===== src/hw/rtl/oah_pkg.sv =====
`default_nettype none

package oah_pkg;

   localparam int KEY_W              = 31;
   localparam int SLOT_W             = 6;
   localparam int DEFAULT_TABLE_SIZE = 64;

   typedef enum logic {
      REQ_INSERT = 1'b0,
      REQ_SEARCH = 1'b1
   } req_kind_type;

   typedef enum logic {
      MODE_LINEAR    = 1'b0,
      MODE_QUADRATIC = 1'b1
   } probe_mode_type;

   typedef enum logic [1:0] {
      STATUS_DONE    = 2'd0,
      STATUS_MISS    = 2'd1,
      STATUS_FULL    = 2'd2,
      STATUS_BAD_KEY = 2'd3
   } status_type;

   typedef enum logic [1:0] {
      ST_CLEAR,
      ST_IDLE,
      ST_HOME,
      ST_PROBE
   } state_type;

   typedef struct packed {
      req_kind_type      req_type;
      logic [KEY_W-1:0]  key;
   } req_item_type;

   typedef struct packed {
      status_type        status;
      logic [SLOT_W-1:0] slot_index;
   } rsp_item_type;

endpackage

`default_nettype wire


===== src/hw/rtl/open_addressing_hash_table.sv =====
`default_nettype none

// Open-addressing hash table of nonzero keys with linear or quadratic probing.
// Request channel: an item (insert or search, plus key) is taken at a rising
// edge where start is high and busy is low. One item is worked on at a time.
// Result channel: rsp_valid is high for exactly one cycle with status and slot.
// The receiver cannot stall; every result is taken in the cycle it is shown.
// Config: csr_we/csr_wdata write the probe mode (0 linear, 1 quadratic).
// Memory: the table is one synchronous memory read once per cycle, so a
// request stays busy while it looks at slots and shows its result in the
// same cycle as busy falls. When TABLE_SIZE is not a power of two, the
// home slot comes from a reciprocal multiplication and one correcting
// subtraction, done in the ST_HOME state. A zero key is answered in the
// cycle after it is taken.
// Reset: the probe mode returns to linear and a clearing pass writes every
// slot to empty, one slot a cycle, with busy high until the pass ends.
// The next request is taken in the same cycle as the previous result shows.
module open_addressing_hash_table #(
   parameter int TABLE_SIZE = oah_pkg::DEFAULT_TABLE_SIZE
) (
   input  wire                   clock,
   input  wire                   reset,
   input  wire                   start,
   output logic                  busy,
   input  oah_pkg::req_item_type req_data,
   output logic                  rsp_valid,
   output oah_pkg::rsp_item_type rsp_data,
   input  wire                   csr_we,
   input  wire                   csr_wdata
);
   import oah_pkg::*;

   localparam int AW           = (TABLE_SIZE > 1) ? $clog2(TABLE_SIZE) : 1;
   localparam bit SIZE_IS_POW2 = (TABLE_SIZE & (TABLE_SIZE - 1)) == 0;
   localparam logic [KEY_W-1:0] RECIP = KEY_W'((64'd1 << KEY_W) / TABLE_SIZE);

   logic [KEY_W-1:0] mem [TABLE_SIZE];
   logic [KEY_W-1:0] mem_rdata_ff;
   logic             mem_we;
   logic [AW-1:0]    mem_waddr;
   logic [KEY_W-1:0] mem_wdata;

   state_type        state_ff, state_in;
   probe_mode_type   mode_ff, mode_in;
   req_item_type     req_ff, req_in;
   logic [AW-1:0]    addr_ff, addr_in;
   logic [AW-1:0]    odd_ff, odd_in;
   logic [AW-1:0]    cnt_ff, cnt_in;
   logic             pend_ff, pend_in;
   logic [AW-1:0]    pend_addr_ff, pend_addr_in;
   logic [AW:0]      quot_ff, quot_in;
   logic             rsp_valid_ff, rsp_valid_in;
   rsp_item_type     rsp_ff, rsp_in;

   logic [2*KEY_W-1:0] quot_prod;
   logic [AW:0]      rem_prod;
   logic [AW:0]      rem_diff;
   logic [AW-1:0]    rem_next;
   logic [AW-1:0]    step;
   logic [AW:0]      addr_sum;
   logic [AW-1:0]    addr_next;
   logic [AW:0]      odd_sum;
   logic [AW-1:0]    odd_next;
   logic             slot_empty;
   logic             slot_match;
   logic             last_probe;

   // The quotient estimate from the reciprocal is low by at most one, so the
   // remainder lies below twice the table size and one subtraction ends it.
   // Only the low bits of the quotient matter for the remainder.
   assign quot_prod = {{KEY_W{1'b0}}, req_data.key} * {{KEY_W{1'b0}}, RECIP};

   always_comb begin
      rem_prod = quot_ff * (AW+1)'(TABLE_SIZE);
      rem_diff = req_ff.key[AW:0] - rem_prod;
      if (rem_diff >= (AW+1)'(TABLE_SIZE)) begin
         rem_next = AW'(rem_diff - (AW+1)'(TABLE_SIZE));
      end else begin
         rem_next = rem_diff[AW-1:0];
      end
   end

   // Quadratic slots advance by the odd numbers 1, 3, 5, ... taken mod size.
   always_comb begin
      step = (mode_ff == MODE_QUADRATIC) ? odd_ff : AW'(1);
      addr_sum = {1'b0, addr_ff} + {1'b0, step};
      if (addr_sum >= (AW+1)'(TABLE_SIZE)) begin
         addr_next = AW'(addr_sum - (AW+1)'(TABLE_SIZE));
      end else begin
         addr_next = addr_sum[AW-1:0];
      end
      odd_sum = {1'b0, odd_ff} + (AW+1)'(2);
      if (odd_sum >= (AW+1)'(TABLE_SIZE)) begin
         odd_next = AW'(odd_sum - (AW+1)'(TABLE_SIZE));
      end else begin
         odd_next = odd_sum[AW-1:0];
      end
   end

   assign slot_empty = (mem_rdata_ff == '0);
   assign slot_match = (mem_rdata_ff == req_ff.key);
   assign last_probe = (cnt_ff == AW'(TABLE_SIZE - 1));

   always_comb begin
      state_in     = state_ff;
      mode_in      = mode_ff;
      req_in       = req_ff;
      addr_in      = addr_ff;
      odd_in       = odd_ff;
      cnt_in       = cnt_ff;
      pend_in      = pend_ff;
      pend_addr_in = pend_addr_ff;
      quot_in      = quot_ff;
      rsp_valid_in = 1'b0;
      rsp_in       = rsp_ff;
      mem_we       = 1'b0;
      mem_waddr    = addr_ff;
      mem_wdata    = '0;

      if (csr_we) begin
         mode_in = probe_mode_type'(csr_wdata);
      end

      unique case (state_ff)
         ST_CLEAR: begin
            mem_we = 1'b1;
            if (addr_ff == AW'(TABLE_SIZE - 1)) begin
               addr_in  = '0;
               state_in = ST_IDLE;
            end else begin
               addr_in = addr_ff + AW'(1);
            end
         end
         ST_IDLE: begin
            if (start) begin
               req_in  = req_data;
               cnt_in  = '0;
               odd_in  = AW'(1);
               pend_in = 1'b0;
               if (req_data.key == '0) begin
                  rsp_valid_in      = 1'b1;
                  rsp_in.status     = STATUS_BAD_KEY;
                  rsp_in.slot_index = '0;
               end else if (SIZE_IS_POW2) begin
                  addr_in  = req_data.key[AW-1:0];
                  state_in = ST_PROBE;
               end else begin
                  quot_in  = quot_prod[KEY_W+AW:KEY_W];
                  state_in = ST_HOME;
               end
            end
         end
         ST_HOME: begin
            addr_in  = rem_next;
            state_in = ST_PROBE;
         end
         ST_PROBE: begin
            // The read issued this cycle is dropped if the slot in hand ends the item.
            pend_in      = 1'b1;
            pend_addr_in = addr_ff;
            addr_in      = addr_next;
            odd_in       = odd_next;
            if (pend_ff) begin
               cnt_in = cnt_ff + AW'(1);
               if (req_ff.req_type == REQ_SEARCH) begin
                  if (slot_match) begin
                     rsp_valid_in      = 1'b1;
                     rsp_in.status     = STATUS_DONE;
                     rsp_in.slot_index = SLOT_W'(pend_addr_ff);
                     state_in          = ST_IDLE;
                  end else if (slot_empty || last_probe) begin
                     rsp_valid_in      = 1'b1;
                     rsp_in.status     = STATUS_MISS;
                     rsp_in.slot_index = '0;
                     state_in          = ST_IDLE;
                  end
               end else begin
                  if (slot_empty) begin
                     mem_we            = 1'b1;
                     mem_waddr         = pend_addr_ff;
                     mem_wdata         = req_ff.key;
                     rsp_valid_in      = 1'b1;
                     rsp_in.status     = STATUS_DONE;
                     rsp_in.slot_index = SLOT_W'(pend_addr_ff);
                     state_in          = ST_IDLE;
                  end else if (last_probe) begin
                     rsp_valid_in      = 1'b1;
                     rsp_in.status     = STATUS_FULL;
                     rsp_in.slot_index = '0;
                     state_in          = ST_IDLE;
                  end
               end
            end
         end
         default: begin
            state_in = ST_IDLE;
         end
      endcase
   end

   always_ff @(posedge clock) begin
      if (mem_we) begin
         mem[mem_waddr] <= mem_wdata;
      end
      mem_rdata_ff <= mem[addr_ff];
   end

   always_ff @(posedge clock) begin
      if (reset) begin
         state_ff     <= ST_CLEAR;
         mode_ff      <= MODE_LINEAR;
         addr_ff      <= '0;
         pend_ff      <= 1'b0;
         rsp_valid_ff <= 1'b0;
      end else begin
         state_ff     <= state_in;
         mode_ff      <= mode_in;
         addr_ff      <= addr_in;
         pend_ff      <= pend_in;
         rsp_valid_ff <= rsp_valid_in;
      end
   end

   always_ff @(posedge clock) begin
      req_ff       <= req_in;
      odd_ff       <= odd_in;
      cnt_ff       <= cnt_in;
      pend_addr_ff <= pend_addr_in;
      quot_ff      <= quot_in;
      rsp_ff       <= rsp_in;
   end

   assign busy      = (state_ff != ST_IDLE);
   assign rsp_valid = rsp_valid_ff;
   assign rsp_data  = rsp_ff;

`ifndef SYNTHESIS
   a_rsp_has_cause: assert property (@(posedge clock) disable iff (reset)
      rsp_valid |-> ($past(state_ff == ST_PROBE) || $past(start && !busy)))
      else $error("result shown without an item in progress");

   a_insert_into_empty: assert property (@(posedge clock) disable iff (reset)
      (state_ff == ST_PROBE && mem_we) |->
         (req_ff.req_type == REQ_INSERT && slot_empty))
      else $error("slot written that was not an empty insert target");

   a_slot_zero_on_fail: assert property (@(posedge clock) disable iff (reset)
      (rsp_valid && rsp_data.status != STATUS_DONE) |-> (rsp_data.slot_index == '0))
      else $error("nonzero slot index on a failed item");

   a_addr_in_range: assert property (@(posedge clock) disable iff (reset)
      (state_ff == ST_PROBE) |->
         (addr_ff < TABLE_SIZE && (!pend_ff || pend_addr_ff < TABLE_SIZE)))
      else $error("probe address beyond the table");

   a_busy_after_accept: assert property (@(posedge clock) disable iff (reset)
      (start && !busy && req_data.key != '0) |=> busy)
      else $error("nonzero key accepted without starting a probe");
`endif

endmodule

`default_nettype wire

===== config.mk =====
export PLATFORM = sky130hd
export DESIGN_NAME = open_addressing_hash_table
export DESIGN_NICKNAME = d
export VERILOG_FILES = /design/src/hw/rtl/oah_pkg.sv /design/src/hw/rtl/open_addressing_hash_table.sv
export SDC_FILE = /design/constraint.sdc
export NUM_CORES = 2
export LEC_CHECK = 0
export ABC_AREA = 0
export ABC_CLOCK_PERIOD_IN_PS = 10800
export BUFFER_PORTS_ARGS = -buffer_cell sky130_fd_sc_hd__buf_4
export CAP_MARGIN = 20
export CORE_UTILIZATION = 30
export DETAILED_ROUTE_END_ITERATION = 6
export GPL_TIMING_DRIVEN = 0
export SLEW_MARGIN = 20
export SYNTH_ARGS = -nofsm -noshare
export SYNTH_HDL_FRONTEND = slang
export SYNTH_SLANG_ARGS = --single-unit

===== constraint.sdc =====
create_clock -name clock -period 10.8 [get_ports clock]
set_input_delay 2.7 -clock clock [delete_from_list [all_inputs] [get_ports clock]]
set_output_delay 2.7 -clock clock [all_outputs]
set_load 0.05 [all_outputs]

==> flow_metrics.py <==
metrics = {
    "status": {
        "status": "completed",
    },
    "cts": {
        "clk_pin_slew_ps": 60,
        "cts_hold_buf": 0,
        "clock_sinks": 2083,
        "clock_latency_ps": 850,
        "clk_path_buf_depth": 3,
        "root_buffer": "clkbuf_16",
        "numCtsBuffers": 205,
        "cts_tree": "built",
        "cts-resized-gates": 0,
        "post_cts_buffers": 0,
        "h-tree-depth": 4,
    },
    "floorplan": {
        "die_y_um": 517,
        "rows": 188,
        "ios": 47,
        "die_w_um": 517,
        "dieArea_mm2": 0.268,
        "coreArea_mm2": 0.263,
        "initial_utilization": 0.303,
    },
    "global_route": {
        "grt_overflow_total": 0,
        "grt_use_total": 0.164,
        "grt_first_pass_wirelength_mm": 304,
        "grt_max_degree": 65,
        "grt_pass1_vias": 38328,
        "antenna_found_initial": 6,
    },
    "synthesis": {
        "synth_warnings": 0,
        "synth.most_common_cell": "edfxtp_1",
        "ys_types": 49,
        "syn-num-nets": 3376,
        "synthDominantAreaCellType": "edfxtp_1",
        "synth_cells": 3328,
        "yosysSeqAreaShare": 0.780,
        "synth_edf_count": 2041,
        "synth-seq-cells": 2083,
        "synth_area_per_cell_um2": 23.9,
        "synth-async-reset-ratio": 0,
        "synth_top_cells_by_count": "edfxtp_1, mux4_2, clkbuf_1, nor2_1, o22ai_1",
        "syn_area_mm2": 0.0796,
        "synth.area.top_cells": "edfxtp_1, mux4_2, dfxtp_1",
        "ys.flop_type": "edfxtp_1",
        "synth_top_area_share": 0.770,
    },
    "timing": {
        "setup-tns-final_ps": 0,
        "slew_headroom": 0.103,
        "setup_violations": 0,
        "fin_skew_ps": 31.7,
        "fmax_ghz": 0.188,
        "report.final.slew_viol_count": 0,
        "worstMarginPinSlew_ps": 1350,
        "rsz0062_at_grt": "no",
        "finalCriticalPeriod_ps": 5320,
        "hold-worst-slack_ps": 450,
        "period_share": 0.492,
        "timing.final.hold_violations": 0,
    },
    "placement": {
        "placed_cells": 7038,
        "gp_congestion": 0.961,
        "io_buffers": 46,
        "dp_hpwl_mm": 150,
    },
    "pwr": {
        "irDropWorstVdd_mv": 0.149,
        "power.leakage_nw": 29.0,
        "finalPower_mw": 16.4,
        "power.density_mw_per_mm2": 174,
    },
    "finish": {
        "layout.nets": 3779,
        "instances_no_fill": 7422,
        "drive_gt1_frac": 0.328,
        "area_growth_pct": 18.1,
    },
    "drt": {
        "wl_met2_mm": 104,
        "dr.pass1.iters": 6,
        "via_count": 38174,
        "totalWireLength_mm": 218,
        "antenna_left": 0,
        "wirelength_met1_mm": 88.5,
        "drc": 0,
        "via_per_inst": 5.14,
        "met3_length_mm": 16.0,
        "wl_per_cell_um": 29.4,
        "routed.top_layer": "met4",
        "first_iter_violations": 5140,
    },
    "run": {
        "max_cap_violations": 0,
    },
    "min_path": {
        "hold_path_class": "flop to flop",
    },
    "critical_path": {
        "startpoint_type": "flop",
        "endpoint_kind": "flop",
        "critical_path_class": "flop to flop",
        "required_ps": 11340,
        "cp_data_arrival_time_ps": 5860,
        "r2r_slack_ps": 5480,
        "worst-path-max-fanout": 13,
    },
}
## critical path, stage by stage (launching register included)
cell and delay (ps):
dfxtp_1 330, nor4_1 700, nand4_1 360, nor4_2 640
buf_6 250, mux2i_1 790, nand2_1 540, buf_2 440
nor2_4 550, buf_16 230, buf_16 160
## metal layers
layer | track usage | vias to the layer above
met5 | 0 | -
met4 | 0.0660 | 0
met3 | 0.0283 | 362
met2 | 0.263 | 1648
met1 | 0.220 | 21005
li1 | - | 15159
## flip-flops by register name (all words and copies together), names as in the netlist, 2 cells and up
| register | cells |
|---|---|
| mem | 1984 |
| req_ff | 32 |
| mem_rdata_ff | 31 |
| rsp_data | 8 |
| addr_ff | 6 |
| cnt_ff | 6 |
| pend_addr_ff | 6 |
| odd_ff | 5 |
| state_ff | 2 |
## final cells by class
type	count	area [um^2]
diodes	5	12.5
repair buffers	196	3100
fillers	23750	169000
well taps	3515	4400
plain buffers	177	782
flip-flops and latches	2083	62100
inverters	9	33.8
multi-input cells	1059	17200
clock inverters	120	892
clock buffers	258	5450
## through the flow
step	instance area [um^2]	util	worst slack, ps
3_3_place_gp	84400	0.321	2060
4_1_cts	94000	0.357	5640
3_5_place_dp	87600	0.333	5630
6_report	94000	0.357	5480
2_1_floorplan	79600	-	6250
5_1_grt	94000	0.357	5340
## cells in the final DEF (no fill, tap or decap), types with 15 or more instances in the layout
cell type / count
and2_1: 17
buf_16: 50
nand2_1: 27
clkinv_2: 32
o22ai_1: 59
and2_4: 25
buf_12: 44
dfxtp_1: 42
mux4_2: 620
clkinv_1: 61
nor2_1: 49
xnor2_1: 41
buf_2: 59
clkbuf_2: 16
nor2_4: 39
nand3_1: 15
nor4_1: 17
edfxtp_1: 2041
buf_4: 84
clkbuf_16: 209
buf_6: 15
nand4_1: 15
clkbuf_1: 132
## worst paths after layout
path / endpoint / startpoint / cells past startpoint
worst max-delay path: mem[44][5]$_DFFE_PP_ / mem_rdata_ff[11]$_DFF_P_ / 10
worst min-delay path: pend_addr_ff[5]$_DFFE_PP_ / addr_ff[5]$_SDFFE_PP0P_ / 0
worst max register to register: mem[44][5]$_DFFE_PP_ / mem_rdata_ff[11]$_DFF_P_ / 10
worst min register to register: pend_addr_ff[5]$_DFFE_PP_ / addr_ff[5]$_SDFFE_PP0P_ / 0
## logic make-up after synthesis
group	synth area share
AO/OA/AOI/OAI	0.00770
adder cells (fa/ha/maj)	0.00182
buffers and inverters	0.00990
flip-flops	0.780
multiplexers	0.177
AND/OR/NAND/NOR	0.0181
XOR/XNOR	0.00495
## power breakdown
| group | internal (mW) | total, mW | switching (mW) |
|---|---|---|---|
| Sequential | 8.81 | 8.85 | 0.0317 |
| Clock | 3.81 | 6.81 | 3.00 |
| Combinational | 0.277 | 0.711 | 0.434 |
Note: power is estimated with default switching activity, not from simulation.
